**src/rtl/ccb_pkg.sv**
```systemverilog
package ccb_pkg;

  localparam int FB_WIDTH_DEF  = 320;
  localparam int FB_HEIGHT_DEF = 240;

  // operation codes on the item channel
  localparam logic [1:0] FUNC_PUT  = 2'd0;
  localparam logic [1:0] FUNC_BLIT = 2'd1;
  localparam logic [1:0] FUNC_READ = 2'd2;

  // register indexes, byte address = 4 * index
  localparam int          APB_AW         = 5;
  localparam logic [2:0]  REG_DEST_X     = 3'd0;
  localparam logic [2:0]  REG_DEST_Y     = 3'd1;
  localparam logic [2:0]  REG_SRC_X      = 3'd2;
  localparam logic [2:0]  REG_SRC_Y      = 3'd3;
  localparam logic [2:0]  REG_SRC_W      = 3'd4;
  localparam logic [2:0]  REG_SRC_H      = 3'd5;
  localparam logic [2:0]  REG_KEY_COLOR  = 3'd6;
  localparam logic [2:0]  REG_KEY_ENABLE = 3'd7;

  typedef struct packed {
    logic [11:0] dest_x;
    logic [11:0] dest_y;
    logic [11:0] src_x;
    logic [11:0] src_y;
    logic [11:0] src_w;
    logic [11:0] src_h;
    logic [7:0]  key_color;
    logic        key_enable;
  } cfg_t;

  typedef struct packed {
    logic       wr;
    logic       rd;
    logic [7:0] color;
  } mem_req_t;

endpackage

```
**src/rtl/ccb_cfg.sv**
```systemverilog
module ccb_cfg (
  input  logic                       clk,
  input  logic                       rst,
  input  logic                       psel,
  input  logic                       penable,
  input  logic                       pwrite,
  input  logic [ccb_pkg::APB_AW-1:0] paddr,
  input  logic [31:0]                pwdata,
  output logic [31:0]                prdata,
  output logic                       pready,
  output ccb_pkg::cfg_t              cfg
);

  logic       wr_en;
  logic [2:0] idx;

  assign pready = 1'b1;
  assign wr_en  = psel && penable && pwrite && pready;
  assign idx    = paddr[4:2];

  always_ff @(posedge clk) begin
    if (rst) begin
      cfg <= '0;
    end else if (wr_en) begin
      case (idx)
        ccb_pkg::REG_DEST_X:     cfg.dest_x     <= pwdata[11:0];
        ccb_pkg::REG_DEST_Y:     cfg.dest_y     <= pwdata[11:0];
        ccb_pkg::REG_SRC_X:      cfg.src_x      <= pwdata[11:0];
        ccb_pkg::REG_SRC_Y:      cfg.src_y      <= pwdata[11:0];
        ccb_pkg::REG_SRC_W:      cfg.src_w      <= pwdata[11:0];
        ccb_pkg::REG_SRC_H:      cfg.src_h      <= pwdata[11:0];
        ccb_pkg::REG_KEY_COLOR:  cfg.key_color  <= pwdata[7:0];
        ccb_pkg::REG_KEY_ENABLE: cfg.key_enable <= pwdata[0];
        default: ;
      endcase
    end
  end

  always_comb begin
    case (idx)
      ccb_pkg::REG_DEST_X:     prdata = {20'd0, cfg.dest_x};
      ccb_pkg::REG_DEST_Y:     prdata = {20'd0, cfg.dest_y};
      ccb_pkg::REG_SRC_X:      prdata = {20'd0, cfg.src_x};
      ccb_pkg::REG_SRC_Y:      prdata = {20'd0, cfg.src_y};
      ccb_pkg::REG_SRC_W:      prdata = {20'd0, cfg.src_w};
      ccb_pkg::REG_SRC_H:      prdata = {20'd0, cfg.src_h};
      ccb_pkg::REG_KEY_COLOR:  prdata = {24'd0, cfg.key_color};
      ccb_pkg::REG_KEY_ENABLE: prdata = {31'd0, cfg.key_enable};
      default:                 prdata = 32'd0;
    endcase
  end

endmodule

```
**config.mk**
```make
export PLATFORM = sky130hd
export DESIGN_NAME = ccb_cfg
export DESIGN_NICKNAME = d
export VERILOG_FILES = /design/src/rtl/ccb_pkg.sv /design/src/rtl/ccb_cfg.sv
export SDC_FILE = /design/constraint.sdc
export NUM_CORES = 1
export LEC_CHECK = 0
export BUFFER_PORTS_ARGS = -buffer_cell sky130_fd_sc_hd__buf_2
export CAP_MARGIN = 30
export CORE_MARGIN = 2
export CORE_UTILIZATION = 52
export DETAILED_ROUTE_END_ITERATION = 7
export PLACE_DENSITY = 0.86
export SLEW_MARGIN = 20
export SYNTH_ARGS = -nofsm -noshare
export SYNTH_HDL_FRONTEND = slang
export SYNTH_SLANG_ARGS = --single-unit
export TNS_END_PERCENT = 20
```
**constraint.sdc**
```tcl
create_clock -name clk -period 3.61 [get_ports clk]
set_clock_uncertainty 0.15 [all_clocks]
set_input_delay 0.361 -clock clk [delete_from_list [all_inputs] [get_ports clk]]
set_output_delay 0.361 -clock clk [all_outputs]
set_load 0.05 [all_outputs]
```
==> flow_metrics.py, run 1 <==
metrics = {
    "logic_synthesis": {
        "synth_top_area_share_pct": 43.1,
        "netlist_instances": 498,
        "synthDistinctLibCells": 35,
        "synth_edf_count": 0,
        "synthTopCellsByArea": "dfxtp_1 43%, nand2_1 16%, a21oi_1 12%, mux2i_1 5.1%, buf_4 4.4%",
        "synth-async-reset-ratio_pct": 0,
        "yosys-top-cells-count": "162 x nand2_1, 91 x a21oi_1, 81 x dfxtp_1",
        "yosys.area.top_type": "dfxtp_1",
        "yosysSeqAreaShare_pct": 43.1,
        "synth_area_mm2": 0.00376,
        "synth_seq_cells": 81,
        "ys.flop_type": "dfxtp_1",
        "yosysWarnings": 0,
        "avgSynthCellArea_um2": 7.55,
        "yosysMostFrequentCell": "nand2_1",
    },
    "global_routing": {
        "grt_overflow_total": 0,
        "grt_pass1_wl_um": 17700,
        "grt_pass1_vias": 3480,
        "grt_max_degree": 42,
        "track_usage_pct": 29.4,
        "antenna_found_initial": 0,
    },
    "power": {
        "p_comb_share_pct": 12.0,
        "power.internal_w": 0.00140,
        "switching_share_pct": 26.6,
        "p_switching_w": 0.000506,
        "leakage_nw": 1.89,
        "pwr-share-clk_pct": 40.5,
        "vdd_drop_max_mv": 0.352,
        "p_seq_share_pct": 47.5,
        "cellPowerDensity_mw_per_mm2": 429,
    },
    "cells_and_area": {
        "largest_register_ffs": 81,
        "biggestRegsByFlops": "cfg: 81 flops",
        "synthToLayoutAreaGrowth_pct": 18.0,
        "layout-drive-gt1-share_pct": 22.8,
        "fin_nets": 630,
        "largest_register": "cfg",
        "multi_input_area_mm2": 0.00187,
        "antenna_cells": 0,
        "fin_util_pct": 62.2,
        "regArea_mm2": 0.00162,
        "num-fill-cells": 663,
    },
    "clock_network": {
        "cts_num_sinks": 81,
        "cts_tree": "done",
        "post_cts_resized": 0,
        "ctsHoldBuffers": 0,
        "h-tree-depth": 3,
        "cts.path.max_buffers": 2,
        "clock_latency_ns": 0.35,
        "post_cts_buffers": 0,
        "path_clk_slew_ns": 0.08,
        "cts_buffers": 9,
        "clockRootBuffer": "clkbuf_8",
    },
    "timing": {
        "setup_violations": 0,
        "max_slew_margin_pct": 35.9,
        "fin_setup_tns_ns": 0,
        "fin_crit_ns": 2.80,
        "rsz0062_at_grt": "no",
        "drv_slew": 0,
        "finalCritPeriodShare_pct": 77.6,
        "fmax_ghz": 0.357,
        "tightestPinTransition_ns": 0.957,
        "finalHoldViolations": 0,
    },
    "critical_path": {
        "worst_setup_path_end_kind": "primary output",
        "cp_data_required_time_ns": 3.10,
        "critPathKind": "input pin to primary output",
        "cp.arrival_ns": 2.29,
        "worstReg2RegStart": "cfg[31]",
        "worstSetupStartpointType": "input pin",
        "critPathMaxFanout": 35,
        "cp-startpoint": "paddr[4]",
    },
    "drt": {
        "dr.pass1.iters": 7,
        "wl_per_cell_um": 16.5,
        "avgViaCountPerCell": 5.65,
        "post-route-drc-count": 0,
        "ant_nets": 0,
        "num_vias": 3907,
        "wl_um": 11400,
        "drtIter0Drc": 434,
    },
    "die": {
        "die_h_um": 89.1,
        "ios": 156,
        "coreArea_mm2": 0.00714,
        "start_util_pct": 52.7,
        "dieArea_mm2": 0.00793,
        "die_w_um": 89.1,
        "rows": 31,
    },
    "run_status": {
        "outcome": "finished, final reports clean",
    },
    "run": {
        "drv_cap": 0,
    },
    "hold_path": {
        "hold_path_class": "input pin to register",
        "min_from": "pwdata[4]",
    },
    "placed_design": {
        "dpl.hpwl_um": 7880,
        "io_buffers": 112,
        "gp_congestion": 0.971,
    },
}
[logic make-up after synthesis]
| group | Yosys count | share of synthesized area [%] |
|---|---|---|
| mux | 20 | 5.35 |
| buf+inv | 57 | 9.01 |
| simple gates | 208 | 23.1 |
| other cells | 2 | 0.200 |
| flops | 81 | 43.1 |
| compound gates | 130 | 19.2 |
[per-layer routing]
| layer | GRT usage, % | up-vias | part of all wire [%] |
|---|---|---|---|
| met2 | 51.1 | 261 | 48 |
| met5 | 0 | - | 0 |
| met4 | 9.36 | 0 | 2.1 |
| met1 | 36.4 | 1815 | 39 |
| met3 | 6.46 | 23 | 11 |
| li1 | - | 1808 | - |
[power groups by stage]
stage	clock network (W)	logic (W)	registers (W)
3_3_place_gp	0	0.000221	0.000925
5_1_grt	0.000813	0.000241	0.000905
3_5_place_dp	0	0.000225	0.000925
2_1_floorplan	0	0.000166	0.000947
4_1_cts	0.000772	0.000225	0.000904
6_report	0.000771	0.000229	0.000904
[stage by stage]
stage | total power (W) | setup slack, ns | cells | hold WS (ns) | instance area (um2)
floorplan | 0.00111 | 1.32 | 517 | 0.347 | 3830
global placement | 0.00115 | 0.904 | 675 | 0.304 | 4210
detailed placement | 0.00115 | 0.866 | 675 | 0.312 | 4210
CTS | 0.00190 | 0.867 | 690 | 0.155 | 4430
global route | 0.00196 | 0.605 | 691 | 0.163 | 4440
finish | 0.00190 | 0.808 | 691 | 0.161 | 4440
[final timing paths]
path / slack [ns] / cells past startpoint / end
worst min register to register: 0.32 / 2 / cfg[68]
worst max-delay path: 0.81 / 6 / prdata[4]
worst min-delay path: 0.16 / 3 / cfg[25]
worst max register to register: 2.76 / 2 / cfg[31]
[placed cells by master (no fill, tap or decap), drive strengths merged, types with 2 or more instances in the layout]
master and instances:
bufinv 3, nand3 6, clkbuf 12, o22ai 3, a211oi 9, nor3 2
or2 4, buf 116, mux2i 19, dfxtp 81, o22a 7, conb 21
nand2b 5, a21oi 91, o21ai 15, nor2 19, nor2b 3, a2bb2oi 2
or3 3, nand2 162
[critical path, stage by stage]
cell	delay [ns]
buf_2	0.49
nor2b_1	0.70
nand3_1	0.14
o221ai_1	0.14
o22a_1	0.19
buf_2	0.25
[area by class of cell]
type	instances	area share [%]
well taps	99	2.79
clock buffers	12	3.04
multi-input cells	379	42.2
clock inverters	3	2.03
repair buffers	116	13.3
inverters	1	0.0846
flip-flops and latches	81	36.5
(Power assumes the default switching activity.)
==> inputs of run 2 (changes only) <==
--- a/config.mk
+++ b/config.mk
@@ -8,9 +8,9 @@
 export BUFFER_PORTS_ARGS = -buffer_cell sky130_fd_sc_hd__buf_2
 export CAP_MARGIN = 30
 export CORE_MARGIN = 2
-export CORE_UTILIZATION = 52
+export CORE_UTILIZATION = 48
 export DETAILED_ROUTE_END_ITERATION = 7
-export PLACE_DENSITY = 0.86
+export PLACE_DENSITY = 0.8
 export SLEW_MARGIN = 20
 export SYNTH_ARGS = -nofsm -noshare
 export SYNTH_HDL_FRONTEND = slang
==> constraint.sdc (replaced) <==
create_clock -name clk -period 2.6 [get_ports clk]
set_clock_uncertainty 0.15 [all_clocks]
set_input_delay 0.26 -clock clk [delete_from_list [all_inputs] [get_ports clk]]
set_output_delay 0.26 -clock clk [all_outputs]
set_load 0.05 [all_outputs]
==> run 2 against run 1 <==
Against the previous run:
- largest cell class unchanged
- register-to-register slack got worse by 1.1 ns
- count of clock-buffer cells in the layout fell by 3
- combinational power rose by 42%
- routed wire length fell by 0.25%
- first-iteration DRC count fell by 47%
- worst setup slack got worse by 0.47 ns
- final cell count rose by 1.9%
- via count fell by 1.1%
- clock power rose by 40%
- die area rose by 8.0%
==> flow_metrics.py, run 2 (synthesis gave the netlist of run 1 again) <==
metrics = {
    "run_status": {
        "outcome": "finished, final reports clean",
    },
    "die": {
        "die_h_um": 92.5,
        "rows": 32,
        "dieArea_mm2": 0.00856,
        "coreArea_mm2": 0.00765,
        "ios": 156,
        "start_util_pct": 49.2,
        "die_w_um": 92.5,
    },
    "timing": {
        "fmax_ghz": 0.443,
        "fin_setup_tns_ns": 0,
        "max_slew_margin_pct": 55.0,
        "finalCritPeriodShare_pct": 86.9,
        "finalHoldViolations": 0,
        "drv_slew": 0,
        "fin_crit_ns": 2.26,
        "setup_violations": 0,
        "tightestPinTransition_ns": 0.674,
        "rsz0062_at_grt": "no",
        "whs_ns": 0.0633,
    },
    "clock_network": {
        "cts.path.max_buffers": 2,
        "ctsHoldBuffers": 0,
        "clock_latency_ns": 0.35,
        "h-tree-depth": 3,
        "clockRootBuffer": "clkbuf_8",
        "cts_tree": "done",
        "path_clk_slew_ns": 0.08,
        "cts_buffers": 9,
        "cts_num_sinks": 81,
        "post_cts_resized": 0,
        "post_cts_buffers": 0,
    },
    "drt": {
        "num_vias": 3863,
        "avgViaCountPerCell": 5.49,
        "post-route-drc-count": 0,
        "drtIter0Drc": 229,
        "ant_nets": 0,
        "wl_um": 11400,
        "dr.pass1.iters": 4,
        "wl_per_cell_um": 16.2,
    },
    "cells_and_area": {
        "fin_nets": 640,
        "post-route-cell-area_mm2": 0.00454,
        "layout_commonest_cell": "nand2_1",
        "num-fill-cells": 739,
        "layout-drive-gt1-share_pct": 24.6,
        "largest_register": "cfg",
        "antenna_cells": 0,
        "final_cells": 704,
        "biggestRegsByFlops": "cfg: 81 flops",
        "largest_register_ffs": 81,
        "layout_common_cells": "162 x nand2_1, 112 x buf_2, 91 x a21oi_1, 81 x dfxtp_1, 21 x conb_1",
        "synthToLayoutAreaGrowth_pct": 20.6,
    },
    "placed_design": {
        "io_buffers": 112,
        "dp.cells": 689,
        "gp_congestion": 0.935,
        "placed_area_mm2": 0.00430,
        "dpl.hpwl_um": 8110,
    },
    "global_routing": {
        "track_usage_pct": 26.3,
        "grt_max_degree": 48,
        "antenna_found_initial": 0,
        "grt_overflow_total": 0,
        "grt_pass1_vias": 3425,
        "grt_pass1_wl_um": 17600,
    },
    "critical_path": {
        "cp_common_cell": "buf_2",
        "path_buf_inv": 3,
        "cp.arrival_ns": 1.85,
        "critPathKind": "input pin to primary output",
        "worst_setup_path_end_kind": "primary output",
        "slowest_delay_ns": 0.38,
        "cpLargestDelayFamily": "buffers and inverters",
        "worstSetupStartpointType": "input pin",
        "cp_data_required_time_ns": 2.19,
        "path_cells": "buf_2, nor2b_1, buf_4, nand3_1, o21ai_0, o22a_1, buf_2",
        "slowest_stage": "nor2b_1",
        "r2r_setup_slack_ns": 1.66,
        "critPathMaxFanout": 25,
    },
    "power": {
        "leakage_nw": 1.95,
        "vdd_drop_max_mv": 0.251,
        "cellPowerDensity_mw_per_mm2": 586,
    },
    "hold_path": {
        "hold_path_class": "input pin to register",
    },
    "run": {
        "drv_cap": 0,
    },
}
[run 2: cell types whose count changed in the layout (fill, tap and decap cells not counted), sizes merged]
cell | before | now
buf | 116 | 126
clkbuf | 12 | 9
clkinv | 0 | 2
clkinvlp | 0 | 1
[run 2: where the power goes]
group	switching [W]	internal [W]
Combinational	0.000260	0.0000655
Sequential	0.00000756	0.00125
Clock	0.000448	0.000629
[run 2: cell type report]
cell class                 count  area (um2)  share of cell area [%]
sequential                    81        1620                    35.8
clock buffer                   9         124                    2.73
clock inverter                 6         108                    2.37
timing repair buffer         126         678                    15.0
inverter                       1        3.75                  0.0828
tap                          102         128                    2.81
multi-input combinational    379        1870                    41.3
[run 2: tightest hold or removal path: cells and delay by family]
| kind | cells | cell delay [ns] |
|---|---|---|
| buffers and inverters | 1 | 0.15 |
| AND/OR/NAND/NOR | 1 | 0.07 |
| AO/OA/AOI/OAI | 1 | 0.05 |
[run 2: metrics by stage]
step	worst slack [ns]	total power [W]	util (%)
after floorplan	0.416	0.00155	-
after global routing	0.229	0.00275	59.3
after detailed placement	0.387	0.00161	56.3
final	0.341	0.00266	59.3
after CTS	0.385	0.00267	59.3
after global placement	0.393	0.00160	56.3
[run 2: per-layer routing]
layer  part of all wire, %  global-route usage [%]  vias up
met2                    46                    42.6      225
li1                      -                       -     1829
met5                     0                       0        -
met4                   2.1                    8.83        0
met1                    42                    35.7     1784
met3                   9.4                    4.31       25
[run 2: worst paths after layout]
path,end,depth (start not counted),startpoint
max,prdata[7],7,paddr[4]
min reg2reg,cfg[62],2,cfg[62]
min,cfg[44],3,pwdata[11]
max reg2reg,cfg[10],2,cfg[10]
==> inputs of run 3 (changes only) <==
--- a/config.mk
+++ b/config.mk
@@ -5,12 +5,13 @@
 export SDC_FILE = /design/constraint.sdc
 export NUM_CORES = 1
 export LEC_CHECK = 0
+export ABC_AREA = 1
 export BUFFER_PORTS_ARGS = -buffer_cell sky130_fd_sc_hd__buf_2
 export CAP_MARGIN = 30
 export CORE_MARGIN = 2
-export CORE_UTILIZATION = 48
+export CORE_UTILIZATION = 50
 export DETAILED_ROUTE_END_ITERATION = 7
-export PLACE_DENSITY = 0.8
+export PLACE_DENSITY = 0.81
 export SLEW_MARGIN = 20
 export SYNTH_ARGS = -nofsm -noshare
 export SYNTH_HDL_FRONTEND = slang
==> constraint.sdc (replaced) <==
create_clock -name clk -period 2.22 [get_ports clk]
set_clock_uncertainty 0.15 [all_clocks]
set_input_delay 0.222 -clock clk [delete_from_list [all_inputs] [get_ports clk]]
set_output_delay 0.222 -clock clk [all_outputs]
set_load 0.05 [all_outputs]
==> run 3 against run 2 <==
Against the previous run:
- final cell count increased by 9.7%
- critical path type is now register to primary output
- sequential cell count unchanged
- routed wire length increased by 13%
- highest routed layer unchanged
- total power increased by 4.1%
==> flow_metrics.py, run 3 <==
metrics = {
    "run_status": {
        "outcome": "finished, final reports clean",
    },
    "cells_and_area": {
        "largest_register": "cfg",
        "synthToLayoutAreaGrowth_pct": 13.1,
        "antenna_cells": 0,
        "num-fill-cells": 769,
        "largest_register_ffs": 81,
        "post-route-cell-area_mm2": 0.00470,
        "layout-drive-gt1-share_pct": 23.2,
        "fin_util_pct": 57.8,
        "biggestRegsByFlops": "cfg: 81 flops",
        "fin_nets": 708,
        "layout_commonest_cell": "nor2_1",
        "layout_common_cells": "122 x nor2_1, 112 x buf_2, 81 x nor3_1, 81 x dfxtp_1, 51 x o21ai_0",
    },
    "die": {
        "rows": 33,
        "ios": 156,
        "die_h_um": 95.2,
        "coreArea_mm2": 0.00813,
        "start_util_pct": 51.1,
        "dieArea_mm2": 0.00907,
        "die_w_um": 95.2,
    },
    "timing": {
        "finalHoldViolations": 0,
        "drv_slew": 0,
        "fin_setup_tns_ns": 0,
        "finalCritPeriodShare_pct": 89.6,
        "setup_violations": 0,
        "fmax_ghz": 0.503,
        "tightestPinTransition_ns": 0.528,
        "rsz0062_at_grt": "no",
        "fin_crit_ns": 1.99,
        "max_slew_margin_pct": 64.8,
    },
    "placed_design": {
        "io_buffers": 112,
        "placed_area_mm2": 0.00457,
        "gp_congestion": 0.963,
        "dpl.hpwl_um": 8970,
    },
    "drt": {
        "post-route-drc-count": 0,
        "avgViaCountPerCell": 5.64,
        "dr.pass1.iters": 5,
        "ant_nets": 0,
        "wl_per_cell_um": 16.6,
        "drtIter0Drc": 384,
        "num_vias": 4351,
        "wl_um": 12800,
    },
    "logic_synthesis": {
        "synth-async-reset-ratio_pct": 0,
        "ys.flop_type": "dfxtp_1",
        "yosysSeqAreaShare_pct": 39.0,
        "synth_top_area_share_pct": 39.0,
        "netlist_instances": 579,
        "avgSynthCellArea_um2": 7.19,
        "synthTopCellsByArea": "dfxtp_1 39%, nor2_1 11%, nor3_1 9.7%, o21ai_0 6.1%, nand4_1 5.1%",
        "synth_seq_cells": 81,
        "yosys.area.top_type": "dfxtp_1",
        "yosys-top-cells-count": "122 x nor2_1, 81 x dfxtp_1, 81 x nor3_1",
        "synth_area_mm2": 0.00416,
        "synth_edf_count": 0,
        "synthDistinctLibCells": 23,
        "yosysWarnings": 0,
        "yosysMostFrequentCell": "nor2_1",
    },
    "clock_network": {
        "cts_tree": "done",
        "post_cts_buffers": 0,
        "ctsHoldBuffers": 0,
        "clock_latency_ns": 0.34,
        "cts_buffers": 9,
        "path_clk_slew_ns": 0.08,
        "clockRootBuffer": "clkbuf_8",
        "h-tree-depth": 3,
        "cts.path.max_buffers": 2,
        "cts_num_sinks": 81,
        "post_cts_resized": 0,
    },
    "global_routing": {
        "grt_max_degree": 82,
        "grt_overflow_total": 0,
        "grt_pass1_vias": 3674,
        "grt_pass1_wl_um": 19300,
        "track_usage_pct": 28.4,
        "antenna_found_initial": 1,
    },
    "run": {
        "drv_cap": 0,
    },
    "hold_path": {
        "hold_path_class": "input pin to register",
    },
    "critical_path": {
        "worstSetupStartpointType": "register",
        "cp.arrival_ns": 1.62,
        "critPathMaxFanout": 3,
        "cp_data_required_time_ns": 1.85,
        "worst_setup_path_end_kind": "primary output",
        "critPathKind": "register to primary output",
    },
    "power": {
        "pwr-share-clk_pct": 31.4,
        "cellPowerDensity_mw_per_mm2": 588,
        "vdd_drop_max_mv": 0.374,
        "p_seq_share_pct": 53.8,
        "p_comb_share_pct": 14.9,
        "power.internal_w": 0.00192,
        "switching_share_pct": 30.6,
        "p_switching_w": 0.000846,
        "leakage_nw": 2.22,
    },
}
-- run 3: changes by cell type after synthesis, sizes merged, moves of 33 or more --
cell   change
nand2    -127
nand4     +33
o21ai     +70
nor3      +79
a21oi     -91
nor2     +110
-- run 3: metrics by stage --
stage | cells | total power (W) | setup WS [ns] | hold slack [ns]
floorplan | 598 | 0.00186 | 0.513 | 0.212
global placement | 760 | 0.00192 | 0.291 | 0.356
detailed placement | 760 | 0.00192 | 0.286 | 0.362
CTS | 772 | 0.00276 | 0.276 | 0.0857
global route | 772 | 0.00286 | 0.119 | 0.104
finish | 772 | 0.00277 | 0.231 | 0.0949
-- run 3: final timing paths --
| path | startpoint | cells after the start | endpoint | slack [ns] |
|---|---|---|---|---|
| setup reg to reg | cfg[56] | 2 | cfg[56] | 1.35 |
| setup / recovery | cfg[19] | 5 | prdata[10] | 0.23 |
| hold reg to reg | cfg[28] | 2 | cfg[28] | 0.38 |
| hold / removal | pwdata[11] | 3 | cfg[68] | 0.09 |
-- run 3: critical path: stages (launching register included) --
cell and delay, ns:
dfxtp_1 0.37, inv_1 0.05, o21ai_0 0.40, inv_1 0.09
nand3_1 0.10, buf_2 0.26
-- run 3: kinds of logic after synthesis --
kind of cell / count (synthesis) / synth area share [%]
other: 2 / 0.181
and+or+nand+nor: 310 / 36.0
DFF: 81 / 39.0
buffers and inverters: 101 / 14.6
AOI/OAI and AO/OA: 85 / 10.2
-- run 3: routing by layer --
metal / GRT usage [%] / share of wire (%) / up-vias
met4: 14.9 / 3.8 / 0
met2: 43.8 / 45 / 273
met3: 3.87 / 10 / 40
met1: 38.5 / 41 / 1972
met5: 0 / 0 / -
li1: - / - / 2066
-- run 3: power groups by stage --
| stage | combinational, W | clock (W) | sequential (W) |
|---|---|---|---|
| floorplan | 0.000278 | 0 | 0.00158 |
| CTS | 0.000404 | 0.000874 | 0.00149 |
| finish | 0.000412 | 0.000868 | 0.00149 |
| global route | 0.000433 | 0.000935 | 0.00149 |
| detailed placement | 0.000404 | 0 | 0.00152 |
| global placement | 0.000399 | 0 | 0.00152 |
-- run 3: final cells by class --
class / count / area (um2) / area share [%]
multi-input cells: 416 / 2000 / 42.5
flip-flops and latches: 81 / 1620 / 34.5
repair buffers: 126 / 691 / 14.7
well taps: 105 / 131 / 2.79
clock buffers: 10 / 128 / 2.71
inverters: 32 / 123 / 2.61
clock inverters: 2 / 10.0 / 0.213
