`config.mk`:
```
export PLATFORM = sky130hd
export DESIGN_NAME = ccb_clip
export DESIGN_NICKNAME = d
export VERILOG_FILES = /design/src/rtl/ccb_pkg.sv /design/src/rtl/ccb_clip.sv
export SDC_FILE = /design/constraint.sdc
export NUM_CORES = 1
export LEC_CHECK = 0
export BUFFER_PORTS_ARGS = -buffer_cell sky130_fd_sc_hd__buf_4
export CORE_UTILIZATION = 49
export DETAILED_ROUTE_END_ITERATION = 10
export MAX_ROUTING_LAYER = met4
export PLACE_DENSITY = 0.85
export SETUP_SLACK_MARGIN = 0.02
export SLEW_MARGIN = 10
export SYNTH_ARGS = -nofsm -noshare
export SYNTH_HDL_FRONTEND = slang
export SYNTH_SLANG_ARGS = --single-unit
export TNS_END_PERCENT = 5
```
`constraint.sdc`:
```
create_clock -name clk -period 2.47 [get_ports clk]
set_clock_uncertainty 0.15 [all_clocks]
set_input_delay 0.6175 -clock clk [delete_from_list [all_inputs] [get_ports clk]]
set_output_delay 0.6175 -clock clk [all_outputs]
set_load 0.03 [all_outputs]
```
`src/rtl/ccb_pkg.sv`:
```
package ccb_pkg;

  localparam int FB_WIDTH_DEF  = 320;
  localparam int FB_HEIGHT_DEF = 240;

  // operation codes on the item channel
  localparam logic [1:0] FUNC_PUT  = 2'd0;
  localparam logic [1:0] FUNC_BLIT = 2'd1;
  localparam logic [1:0] FUNC_READ = 2'd2;

  // register indexes, byte address = 4 * index
  localparam int          APB_AW         = 5;
  localparam logic [2:0]  REG_DEST_X     = 3'd0;
  localparam logic [2:0]  REG_DEST_Y     = 3'd1;
  localparam logic [2:0]  REG_SRC_X      = 3'd2;
  localparam logic [2:0]  REG_SRC_Y      = 3'd3;
  localparam logic [2:0]  REG_SRC_W      = 3'd4;
  localparam logic [2:0]  REG_SRC_H      = 3'd5;
  localparam logic [2:0]  REG_KEY_COLOR  = 3'd6;
  localparam logic [2:0]  REG_KEY_ENABLE = 3'd7;

  typedef struct packed {
    logic [11:0] dest_x;
    logic [11:0] dest_y;
    logic [11:0] src_x;
    logic [11:0] src_y;
    logic [11:0] src_w;
    logic [11:0] src_h;
    logic [7:0]  key_color;
    logic        key_enable;
  } cfg_t;

  typedef struct packed {
    logic       wr;
    logic       rd;
    logic [7:0] color;
  } mem_req_t;

endpackage

```
`src/rtl/ccb_clip.sv`:
```
module ccb_clip #(
  parameter int FB_WIDTH  = ccb_pkg::FB_WIDTH_DEF,
  parameter int FB_HEIGHT = ccb_pkg::FB_HEIGHT_DEF,
  parameter int AW        = 17
) (
  input  logic                    clk,
  input  ccb_pkg::cfg_t           cfg,
  input  logic [1:0]              func,
  input  logic [11:0]             x,
  input  logic [11:0]             y,
  input  logic [7:0]              color,
  output logic [AW-1:0]           addr,
  output ccb_pkg::mem_req_t       req
);

  localparam int XW = (FB_WIDTH > 1) ? $clog2(FB_WIDTH) : 1;
  localparam int YW = (FB_HEIGHT > 1) ? $clog2(FB_HEIGHT) : 1;
  localparam logic [12:0]   W_LIM  = 13'(FB_WIDTH);
  localparam logic [12:0]   H_LIM  = 13'(FB_HEIGHT);
  localparam logic [AW-1:0] W_MULT = AW'(FB_WIDTH);

  // first stage: texel offset inside the source rectangle
  logic [12:0] ox, oy;
  // second stage: target point and operation
  logic [13:0] px, py;
  logic        wr_ok, rd_ok;
  logic [13:0] dx, dy;
  logic        in_rect, keyed, is_blit;
  logic        on_screen;

  always_ff @(posedge clk) begin
    ox <= {x[11], x} - {cfg.src_x[11], cfg.src_x};
    oy <= {y[11], y} - {cfg.src_y[11], cfg.src_y};
  end

  always_comb begin
    in_rect = !ox[12] && (ox[11:0] < cfg.src_w) && !oy[12] && (oy[11:0] < cfg.src_h);
    keyed   = cfg.key_enable && (color == cfg.key_color);
    is_blit = (func == ccb_pkg::FUNC_BLIT);
    dx      = {cfg.dest_x[11], cfg.dest_x[11], cfg.dest_x} + {ox[12], ox};
    dy      = {cfg.dest_y[11], cfg.dest_y[11], cfg.dest_y} + {oy[12], oy};
  end

  always_ff @(posedge clk) begin
    px    <= is_blit ? dx : {{2{x[11]}}, x};
    py    <= is_blit ? dy : {{2{y[11]}}, y};
    wr_ok <= (func == ccb_pkg::FUNC_PUT) || (is_blit && in_rect && !keyed);
    rd_ok <= (func == ccb_pkg::FUNC_READ);
  end

  assign on_screen = !px[13] && (px[12:0] < W_LIM) && !py[13] && (py[12:0] < H_LIM);

  // row-major address, one multiply
  always_ff @(posedge clk) begin
    addr      <= AW'(py[YW-1:0]) * W_MULT + AW'(px[XW-1:0]);
    req.wr    <= wr_ok && on_screen;
    req.rd    <= rd_ok && on_screen;
    req.color <= color;
  end

endmodule

```
==> reports/qor.csv, run 1 <==
stage,metric,value,unit
run_status,status,finished with violations,
run_status,failing checks,setup timing,
drt,Routed Antenna Nets,0,
drt,WL final,13700,um
drt,initial DRC count,202,
yosys,most common cell in the synthesized netlist,ha_1,
floorplan,initial core utilization,50.2,%
setup_path,CP max FO,2,
clocking,Longest Clk Path Bufs,2,
yosys,Synth top area share,30.5,%
sta,slew margin rel.,69.2,%
sta,fmax,0.391,GHz
layout,design area,7280,sq um
drt,wire per inst,14.3,um
global_routing,most used routing layer,met2,
yosys,Post-Syn Area,5440,sq um
setup_path,Worst Setup Start Kind,flop,
job,Max Cap Viol,0,
yosys,ys async rst share,0,%
global_routing,first-pass GRT wire length,22800,um
drt,Via Count,5080,
pwr,combinational power share,47.4,%
yosys,Post-synth EDFFs,0,
clocking,CTS tree,done,
setup_path,worst path required time,2.63,ns
drt,Vias/cell,5.30,
worst_hold_path,Hold Path Class,flop to flop,
global_routing,grt total ovfl,0,
pwr,power consumption,5.23,mW
placement,Final GP Congestion,0.904,
global_routing,all-layer global routing usage,26.0,%
global_routing,initial antenna violation count,0,
floorplan,I/O pins,143,
pwr,Int Pwr,3.31,mW
clocking,Post-CTS Setup Bufs,0,
pwr,Net Sw Frac,36.6,%
yosys,ys flop type,dfxtp_1,
pwr,VDD IR-drop max,0.588,mV
pwr,Cell Pwr Density,718,nW/um^2
sta,final worst setup slack,-0.0904,ns
clocking,clock latency on the worst-skew pair,0.37,ns
placement,Placed Area,7020,sq um
yosys,Synth area leader,dfxtp_1,
drt,DRT Pass-1 Iters,4,
sta,setup violators final,2,
clocking,Clock Sinks,83,
floorplan,die width,107,um
sta,TNS Setup,-0.105,ns
layout,share of cells above drive strength 1,27.4,%
floorplan,die area,11500,sq um
clocking,CTS clock-pin slew for the worst setup and hold paths,0.09,ns
yosys,count of different cell masters after synthesis,53,
sta,Fin. Hold Viols,0,
setup_path,crit path cell chain,"ha_4, ha_4, fa_2, xnor2_2, or3b_4, or3_4, a211oi_2, a211o_1",
placement,dpl cells,943,
yosys,post-synthesis register bit count,83,
yosys,Commonest cells post-synth,"ha_1, dfxtp_1, inv_1",
yosys,post-synthesis sequential area ratio,30.5,%
layout,Non-Filler Instances,959,
placement,Post-Place Setup Slack,-0.264,ns
sta,period utilization,104,%
layout,fin nets,1023,
yosys,Mean Syn Cell Area,8.71,sq um
setup_path,crit path DAT,2.72,ns
clocking,CTS Hold Bufs,0,
setup_path,Crit path largest cell delay,0.41,ns
yosys,ranking of synthesized cells by area,"dfxtp_1, ha_1, inv_1",
pwr,net load switching power,1.92,mW
pwr,LEAKAGE,3.64,nW
yosys,Syn Inst Count,625,
global_routing,M1 GR Usage,27.5,%
global_routing,vias in the first global route,5225,
layout,Syn-to-layout area delta,33.8,%
global_routing,met2 usage,47.9,%
pwr,Seq pwr share,33.1,%
clocking,clock root buffer,clkbuf_8,
global_routing,largest net degree at the start of global routing,18,
clocking,# H-tree levels,3,
sta,Tightest Pin Transition,0.456,ns
placement,placed wire-length estimate,11300,um
placement,port buffer count,142,
setup_path,CP Class,flop to flop,
layout,FILL cells,862,
setup_path,Crit-path slowest cell,or3_4,
sta,minimum clock period,2.56,ns
yosys,synth warn,0,
setup_path,CP most frequent cell,ha_4,
pwr,clock network fraction of design power,19.5,%
sta,max-slew violations,0,
yosys,syn nets,834,
setup_path,CP endpoint kind,flop,
layout,# diodes,0,
drt,drc violations,0,
global_routing,met3 usage,6.05,%
sta,unrepaired setup endpoints after global routing,true,
clocking,number of CTS-inserted buffers,9,
floorplan,Core Region,10800,sq um
floorplan,row cnt,38,
floorplan,die height,107,um
-- placed cells by master, fill, tap and decap left out, types with 11 or more instances in the layout --
cell	netlist	routed
a21o_1	20	20
a21oi_1	37	36
buf_4	0	184
dfxtp_1	83	79
ha_1	87	83
inv_1	70	70
nand2_1	45	45
nand3_1	14	14
nand4_1	11	11
nor2_1	36	36
nor2b_1	15	15
o21ai_0	47	47
xnor2_1	29	27
xor2_1	22	22
-- per-layer routing --
metal  share of wire (%)  up-vias
met2                  52      152
met5                   0        -
li1                    -     2567
met3                 4.8       24
met1                  41     2337
met4                 2.1        0
-- power groups by stage --
stage               logic, mW  clock network, mW  registers (mW)
floorplan                1.37                  0            1.94
global placement         2.30                  0            1.75
detailed placement       2.40                  0            1.76
CTS                      2.44               1.05            1.73
global route             2.75               1.11            1.76
finish                   2.48               1.02            1.73
-- logic make-up after synthesis --
logic type               synth area share (%)
adder cells (fa/ha/maj)                  22.2
buffers and inverters                    5.24
XOR/XNOR                                 8.21
flip-flops                               30.5
multiplexers                            0.207
AND/OR/NAND/NOR                          15.0
AO/OA/AOI/OAI                            18.6
-- final timing paths --
kind,from,to,slack (ns),depth (start not counted)
setup / recovery,py[1],addr[16],-0.09,8
hold / removal,px[2],addr[2],0.18,0
setup reg to reg,py[1],addr[16],-0.09,8
hold reg to reg,px[2],addr[2],0.18,0
-- state kept, by name, indices dropped and copies added (netlist names) --
register  count
rd_ok         1
py           14
req          10
ox           13
addr         17
wr_ok         1
px           14
oy           13
-- through the flow --
step                hold slack [ns]  utilization, %
finish                        0.184            67.2
CTS                           0.185            66.9
global placement              0.162            64.7
global route                  0.190            67.2
detailed placement            0.165            64.7
floorplan                     0.160               -
-- final cells by class --
| class | count | area (sq um) | area share (%) |
|---|---|---|---|
| clock buffers | 10 | 138 | 1.89 |
| clock inverters | 6 | 71.3 | 0.979 |
| inverters | 70 | 263 | 3.61 |
| multi-input cells | 466 | 3590 | 49.3 |
| flip-flops and latches | 83 | 1670 | 22.9 |
| well taps | 140 | 175 | 2.41 |
| repair buffers | 184 | 1380 | 19.0 |
-- critical path: cells and delay by family, from the launching register on --
kind | cells | cell delay, ns
adders and majority gates | 3 | 0.79
and+or+nand+nor | 2 | 0.79
DFF | 1 | 0.34
AOI/OAI and AO/OA | 2 | 0.26
xor gates and xnor gates | 1 | 0.16
-- repair_timing --
item,4_1_cts,5_1_grt
setup endpoints to repair,4,10
cloned,0,0
resized for setup,3,8
pin swaps,6,3
(Power assumes the default switching activity.)
==> run 2, diff against run 1 <==
--- a/config.mk
+++ b/config.mk
@@ -5,11 +5,12 @@
 export SDC_FILE = /design/constraint.sdc
 export NUM_CORES = 1
 export LEC_CHECK = 0
+export ABC_AREA = 1
 export BUFFER_PORTS_ARGS = -buffer_cell sky130_fd_sc_hd__buf_4
 export CORE_UTILIZATION = 49
 export DETAILED_ROUTE_END_ITERATION = 10
 export MAX_ROUTING_LAYER = met4
-export PLACE_DENSITY = 0.85
+export PLACE_DENSITY = 0.84
 export SETUP_SLACK_MARGIN = 0.02
 export SLEW_MARGIN = 10
 export SYNTH_ARGS = -nofsm -noshare
==> run 2 against run 1 <==
Compared with the run above: the run now ends clean; via count up 11%; synthesized cell count up 29%; die area up 6.4%; core utilization down 3.1 points; combinational power down 4%; wire length up 1.6%; flip-flop and latch count unchanged; critical path type unchanged.
==> reports/qor.csv, run 2 <==
stage,metric,value,unit,change
global_routing,grt total ovfl,0,,unchanged
floorplan,Core Region,11500,sq um,"was 10,800 sq um"
yosys,ranking of synthesized cells by area,"dfxtp_1, ha_1, nand2_1",,"was dfxtp_1, ha_1, inv_1"
pwr,power consumption,5.46,mW,was 5.23 mW
floorplan,die area,12300,sq um,"was 11,500 sq um"
layout,Biggest register,addr,,unchanged
drt,DRT Pass-1 Iters,5,,was 4
clocking,CTS clock-pin slew for the worst setup and hold paths,0.06,ns,was 0.09 ns
yosys,synth warn,0,,unchanged
layout,fin nets,1168,,"was 1,023"
setup_path,worst path required time,2.60,ns,was 2.63 ns
worst_hold_path,Hold Path Class,flop to flop,,unchanged
layout,Top Registers,"addr x17, px x14, py x14",,unchanged
pwr,clock network fraction of design power,24.9,%,was 19.5%
clocking,Clock Sinks,83,,unchanged
sta,max-slew violations,0,,unchanged
pwr,LEAKAGE,4.03,nW,was 3.64 nW
sta,setup violators final,0,,was 2
sta,unrepaired setup endpoints after global routing,false,,was true
sta,fmax,0.439,GHz,was 0.391 GHz
pwr,combinational power share,43.4,%,was 47.4%
pwr,Int Pwr,3.40,mW,was 3.31 mW
setup_path,crit path DAT,2.41,ns,was 2.72 ns
setup_path,Reg-to-Reg Start,py[1],,unchanged
pwr,Net Sw Frac,37.8,%,was 36.6%
clocking,clock latency on the worst-skew pair,0.35,ns,was 0.37 ns
layout,Multi-input gate area,3630,sq um,was 3590 sq um
layout,# diodes,0,,unchanged
setup_path,RR Endpoint,addr[14],,was addr[16]
sta,Hold Slack,0.174,ns,was 0.184 ns
global_routing,first-pass GRT wire length,23300,um,"was 22,800 um"
clocking,CTS tree,done,,unchanged
yosys,Post-Syn Area,5800,sq um,was 5440 sq um
yosys,xor/xnor share of the synthesized area,6.35,%,was 8.21%
placement,port buffer count,142,,unchanged
layout,max FFs per register,17,,unchanged
setup_path,Worst Setup Start Kind,flop,,unchanged
yosys,compound-cell area share of the yosys netlist,10.7,%,was 18.6%
clocking,# H-tree levels,3,,unchanged
worst_hold_path,sink of the worst hold path,addr[1],,was addr[2]
sta,TNS Setup,0,ns,was -0.105 ns
yosys,syn nets,1018,,was 834
clocking,number of CTS-inserted buffers,9,,unchanged
drt,met2 routed WL,6690,um,was 7130 um
sta,final worst setup slack,0.192,ns,was -0.0904 ns
yosys,main combinational cell family by area after synthesis,simple AND/OR/NAND/NOR gates,,was adder cells
global_routing,largest net degree at the start of global routing,36,,was 18
layout,storage element area,1660,sq um,was 1670 sq um
sta,Tightest Pin Transition,0.373,ns,was 0.456 ns
placement,Final GP Congestion,0.945,,was 0.904
clocking,CTS Hold Bufs,0,,unchanged
layout,FILL cells,998,,was 862
run_status,status,"finished, final reports clean",,was finished with violations
drt,Met3 Wirelength,668,um,was 662 um
drt,Vias/cell,5.08,,was 5.30
sta,minimum clock period,2.28,ns,was 2.56 ns
global_routing,vias in the first global route,5330,,"was 5,225"
yosys,Synth area leader,dfxtp_1,,unchanged
clocking,Longest Clk Path Bufs,2,,unchanged
setup_path,FF-to-FF path depth,8,,unchanged
pwr,net load switching power,2.06,mW,was 1.92 mW
yosys,count of different cell masters after synthesis,33,,was 53
yosys,Post-Synth Adder-Cell Area,20.9,%,was 22.2%
global_routing,all-layer global routing usage,24.2,%,was 26.0%
sta,slew margin rel.,74.9,%,was 69.2%
drt,initial DRC count,321,,was 202
drt,DR top layer,met4,,unchanged
yosys,mux share of post-synthesis cell area,0,%,was 0.207%
floorplan,row cnt,39,,was 38
setup_path,CP endpoint kind,flop,,unchanged
job,Max Cap Viol,0,,unchanged
yosys,Commonest cells post-synth,"nand2_1, inv_1, ha_1",,"was ha_1, dfxtp_1, inv_1"
worst_hold_path,hold_sp,px[1],,was px[2]
yosys,most common cell in the synthesized netlist,nand2_1,,was ha_1
placement,Post-Place Setup Slack,0.149,ns,was -0.264 ns
floorplan,initial core utilization,50.5,%,was 50.2%
layout,"leading cell type in the layout, fill and taps excluded",nand2_1,,was buf_4
drt,drc violations,0,,unchanged
setup_path,CP max FO,3,,was 2
drt,routed length on met1,6250,um,was 5640 um
worst_hold_path,WHS Path Cells,0,,unchanged
setup_path,CP Class,flop to flop,,unchanged
yosys,post-synthesis sequential area ratio,28.7,%,was 30.5%
layout,Syn-to-layout area delta,26.7,%,was 33.8%
layout,"commonest non-fill, non-tap cells in the layout","nand2_1, buf_4, inv_1",,"was buf_4, ha_1, dfxtp_1"
pwr,Cell Pwr Density,743,nW/um^2,was 718 nW/um^2
yosys,Synth Area in Simple Gates,24.6,%,was 15.0%
yosys,Post-synth EDFFs,0,,unchanged
setup_path,R2R Setup Slk,0.19,ns,was -0.09 ns
setup_path,Crit-path slowest cell,fa_1,,was or3_4
drt,Via Count,5624,,"was 5,080"
yosys,Mean Syn Cell Area,7.16,sq um,was 8.71 sq um
yosys,post-synthesis register bit count,83,,unchanged
yosys,ys flop type,dfxtp_1,,unchanged
floorplan,I/O pins,143,,unchanged
floorplan,die width,111,um,was 107 um
yosys,Synth top area share,28.7,%,was 30.5%
setup_path,Crit path largest cell delay,0.45,ns,was 0.41 ns
placement,placed wire-length estimate,11700,um,"was 11,300 um"
setup_path,CP most frequent cell,ha_1,,was ha_4
drt,WL final,13900,um,"was 13,700 um"
yosys,Syn Inst Count,809,,was 625
drt,Routed Antenna Nets,0,,unchanged
pwr,VDD IR-drop max,0.667,mV,was 0.588 mV
sta,period utilization,92.2,%,was 104%
pwr,Seq pwr share,31.7,%,was 33.1%
drt,wire per inst,12.6,um,was 14.3 um
sta,Fin. Hold Viols,0,,unchanged
floorplan,die height,111,um,was 107 um
setup_path,crit path cell chain,"ha_1, ha_1, fa_1, xnor2_2, nor3_2, nand2_1, nor2_2, xor2_1",,"was ha_4, ha_4, fa_2, xnor2_2, or3b_4, or3_4, a211oi_2, a211o_1"
global_routing,initial antenna violation count,0,,unchanged
layout,share of cells above drive strength 1,17.8,%,was 27.4%
yosys,ys async rst share,0,%,unchanged
clocking,clock root buffer,clkbuf_16,,was clkbuf_8
## run 2: cell types whose count changed after synthesis, sizes merged, moves of 9 or more
cell and delta:
o21a -9, a21o -18, nor2 +24, inv +62, nand2 +156, a21oi +19, nor2b -15, nand3 +38
xnor2 -12
## run 2: layer usage
layer / vias to the layer above / GRT usage (%)
met4: 0 / 9.96
li1: 2921 / -
met5: - / -
met3: 27 / 2.95
met1: 2506 / 29.5
met2: 170 / 40.5
## run 2: worst max-delay path by stage
stage,startpoint,endpoint,slack [ns],depth (start not counted)
floorplan,py[1],addr[14],0.33,8
detailed placement,cfg[45],ox[8],0.15,9
finish,py[1],addr[14],0.19,8
global route,py[1],addr[14],0.01,8
global placement,cfg[69],px[12],0.20,10
CTS,py[1],addr[14],0.20,8
## run 2: cell families (layout without fill, tap and decap cells)
kind of cell | count (synthesis) | after routing
compound gates | 117 | 117
xor+xnor | 39 | 39
fa+ha+maj | 93 | 93
buf+inv | 136 | 291
flops | 83 | 83
simple gates | 341 | 341
## run 2: power groups by stage
stage	combinational, mW	clock, mW	sequential [mW]
6_report	2.37	1.36	1.73
5_1_grt	2.68	1.44	1.76
4_1_cts	2.35	1.38	1.73
3_5_place_dp	2.33	0	1.76
3_3_place_gp	2.26	0	1.75
2_1_floorplan	1.49	0	1.93
## run 2: through the flow
| step | cell area (sq um) | instances | utilization, % |
|---|---|---|---|
| global route | 7340 | 1107 | 64.0 |
| finish | 7340 | 1107 | 64.0 |
| global placement | 7030 | 1091 | 61.3 |
| detailed placement | 7030 | 1091 | 61.3 |
| floorplan | 5800 | 809 | - |
| CTS | 7330 | 1107 | 64.0 |
## run 2: area by class of cell
type | instances | share of cell area (%)
inverters | 132 | 6.75
multi-input cells | 590 | 49.4
repair buffers | 143 | 14.6
clock inverters | 5 | 0.818
well taps | 143 | 2.44
flip-flops and latches | 83 | 22.6
clock buffers | 11 | 3.31
## run 2: critical path: cells and delay by family, from the launching register on
kind	cells	cell delay, ns
fa+ha+maj	3	0.97
simple gates	3	0.44
flops	1	0.33
xor+xnor	2	0.33
## run 2: repair_timing
action	CTS	global route
endpoints found under the setup margin	0	1
buffers inserted	0	0
gates resized for setup	0	1
==> run 3, diff against run 2 <==
--- a/config.mk
+++ b/config.mk
@@ -7,10 +7,10 @@
 export LEC_CHECK = 0
 export ABC_AREA = 1
 export BUFFER_PORTS_ARGS = -buffer_cell sky130_fd_sc_hd__buf_4
-export CORE_UTILIZATION = 49
+export CORE_UTILIZATION = 55
 export DETAILED_ROUTE_END_ITERATION = 10
 export MAX_ROUTING_LAYER = met4
-export PLACE_DENSITY = 0.84
+export PLACE_DENSITY = 0.89
 export SETUP_SLACK_MARGIN = 0.02
 export SLEW_MARGIN = 10
 export SYNTH_ARGS = -nofsm -noshare
==> constraint.sdc (replaced) <==
create_clock -name clk -period 2.3 [get_ports clk]
set_clock_uncertainty 0.15 [all_clocks]
set_input_delay 0.575 -clock clk [delete_from_list [all_inputs] [get_ports clk]]
set_output_delay 0.575 -clock clk [all_outputs]
set_load 0.03 [all_outputs]
==> run 3 against run 2 <==
Compared with the run above: design area down 0.44%; cell count down 0.27%; first-iteration DRC count down 2.5%.
==> reports/qor.csv, run 3 (synthesized netlist as in run 2, its figures left out) <==
stage,metric,value,unit,change
clocking,clock latency on the worst-skew pair,0.37,ns,was 0.35 ns
pwr,Cell Pwr Density,752,nW/um^2,was 743 nW/um^2
floorplan,initial core utilization,56.4,%,was 50.5%
placement,placed wire-length estimate,11700,um,about the same
layout,Syn-to-layout area delta,26.1,%,was 26.7%
floorplan,row cnt,37,,was 39
setup_path,CP most frequent cell,ha_4,,was ha_1
setup_path,Reg-to-Reg Start,py[3],,was py[1]
setup_path,Crit-path slowest cell,fa_2,,was fa_1
setup_path,CP max FO,2,,was 3
setup_path,Worst Setup Start Kind,flop,,unchanged
clocking,CTS tree,done,,unchanged
clocking,# H-tree levels,3,,unchanged
global_routing,all-layer global routing usage,26.3,%,was 24.2%
drt,WL final,14100,um,"was 13,900 um"
layout,"commonest non-fill, non-tap cells in the layout","nand2_1, buf_4, inv_1",,unchanged
setup_path,Crit path largest cell delay,0.55,ns,was 0.45 ns
setup_path,CP endpoint kind,flop,,unchanged
layout,FILL cells,833,,was 998
drt,Vias/cell,5.15,,was 5.08
drt,wire per inst,12.8,um,was 12.6 um
job,Max Cap Viol,0,,unchanged
placement,Final GP Congestion,0.913,,was 0.945
layout,Biggest register,addr,,unchanged
setup_path,FF-to-FF path depth,10,,was 8
floorplan,Core Region,10300,sq um,"was 11,500 sq um"
drt,initial DRC count,313,,was 321
clocking,Longest Clk Path Bufs,2,,unchanged
drt,Routed Antenna Nets,0,,unchanged
drt,drc violations,0,,unchanged
pwr,LEAKAGE,3.98,nW,was 4.03 nW
global_routing,largest net degree at the start of global routing,22,,was 36
run_status,status,"finished, final reports clean",,unchanged
sta,Fin. Hold Viols,0,,unchanged
setup_path,CP Class,flop to flop,,unchanged
setup_path,crit path from,py[3],,was py[1]
sta,Tightest Pin Transition,0.374,ns,was 0.373 ns
drt,DRT Pass-1 Iters,7,,was 5
layout,fin nets,1172,,"was 1,168"
global_routing,vias in the first global route,5212,,"was 5,330"
layout,Top Registers,"addr x17, px x14, py x14",,unchanged
setup_path,RR Endpoint,addr[15],,was addr[14]
setup_path,crit path cell chain,"ha_4, ha_4, fa_2, nand3_2, nor2_2, nand2_2, nor2_4, nand3_1, nand2_1, inv_1",,"was ha_1, ha_1, fa_1, xnor2_2, nor3_2, nand2_1, nor2_2, xor2_1"
global_routing,grt total ovfl,0,,unchanged
layout,"leading cell type in the layout, fill and taps excluded",nand2_1,,unchanged
clocking,Clock Sinks,83,,unchanged
clocking,clock root buffer,clkbuf_8,,was clkbuf_16
clocking,number of CTS-inserted buffers,9,,unchanged
setup_path,worst path required time,2.42,ns,was 2.60 ns
clocking,CTS Hold Bufs,0,,unchanged
floorplan,die area,11000,sq um,"was 12,300 sq um"
clocking,CTS clock-pin slew for the worst setup and hold paths,0.09,ns,was 0.06 ns
layout,share of cells above drive strength 1,19.1,%,was 17.8%
floorplan,die height,105,um,was 111 um
placement,port buffer count,142,,unchanged
drt,Via Count,5686,,"was 5,624"
setup_path,worst setup path end,addr[15],,was addr[14]
worst_hold_path,Hold Path Class,primary input to flop,,was flop to flop
sta,slew margin rel.,74.8,%,was 74.9%
setup_path,R2R Setup Slk,0.1,ns,was 0.19 ns
sta,unrepaired setup endpoints after global routing,true,,was false
pwr,VDD IR-drop max,0.511,mV,was 0.667 mV
floorplan,die width,105,um,was 111 um
global_routing,initial antenna violation count,0,,unchanged
setup_path,crit path DAT,2.33,ns,was 2.41 ns
sta,fmax,0.454,GHz,was 0.439 GHz
sta,max-slew violations,0,,unchanged
sta,setup violators final,0,,unchanged
global_routing,first-pass GRT wire length,22300,um,"was 23,300 um"
layout,# diodes,0,,unchanged
layout,Util after Layout,71.1,%,was 64.0%
layout,max FFs per register,17,,unchanged
sta,minimum clock period,2.20,ns,was 2.28 ns
floorplan,I/O pins,143,,unchanged
sta,TNS Setup,0,ns,unchanged
sta,period utilization,95.8,%,was 92.2%
-- run 3: through the flow --
stage	hold WS [ns]	area (sq um)	std cells	setup WS [ns]	power [mW]
after CTS	0.157	7230	1104	0.0296	5.38
after global placement	0.161	7050	1087	0.0848	4.32
after floorplan	0.160	5800	809	0.157	3.68
final	0.167	7310	1104	0.0962	5.50
after global routing	0.150	7310	1104	-0.0132	5.90
after detailed placement	0.164	7050	1087	0.00261	4.41
-- run 3: worst min-delay path by stage --
stage	startpoint	endpoint	slack, ns	depth (start not counted)
6_report	color[7]	req[7]	0.17	1
4_1_cts	color[7]	req[7]	0.16	1
3_3_place_gp	px[1]	addr[1]	0.16	0
3_5_place_dp	px[2]	addr[2]	0.16	0
5_1_grt	color[7]	req[7]	0.15	1
2_1_floorplan	px[0]	addr[0]	0.16	0
-- run 3: worst max-delay path: cells and delay by family, from the launching register on --
family                   cells  cell delay, ns
adder cells (fa/ha/maj)      3            0.94
buffers and inverters        1            0.04
flip-flops                   1            0.40
AND/OR/NAND/NOR              6            0.59
-- run 3: where the power goes --
group          switching [mW]  total (mW)  internal, mW
Combinational            1.56        2.66          1.11
Sequential              0.135        1.86          1.73
Clock                   0.573       0.974         0.402
-- run 3: final cells by class --
class | instances | area, sq um | area share, %
Multi-Input combinational cell | 590 | 3700 | 50.6
Sequential cell | 83 | 1660 | 22.7
Timing Repair Buffer | 147 | 1100 | 15.1
Inverter | 132 | 495 | 6.78
Tap cell | 136 | 170 | 2.33
Clock buffer | 10 | 128 | 1.75
Clock inverter | 6 | 48.8 | 0.668
-- run 3: per-layer routing --
metal  track usage [%]  wire [um]  part of all wire (%)
met3              3.24        718                   5.1
met1              32.0       6140                    44
met4              13.1        484                   3.4
met5                 -          0                     0
met2              43.0       6750                    48
-- run 3: what timing repair did --
action	in CTS	in global routing
cloned	0	0
buffers inserted	1	0
pin swaps	1	7
endpoints found under the setup margin	3	3
gates resized for setup	1	13
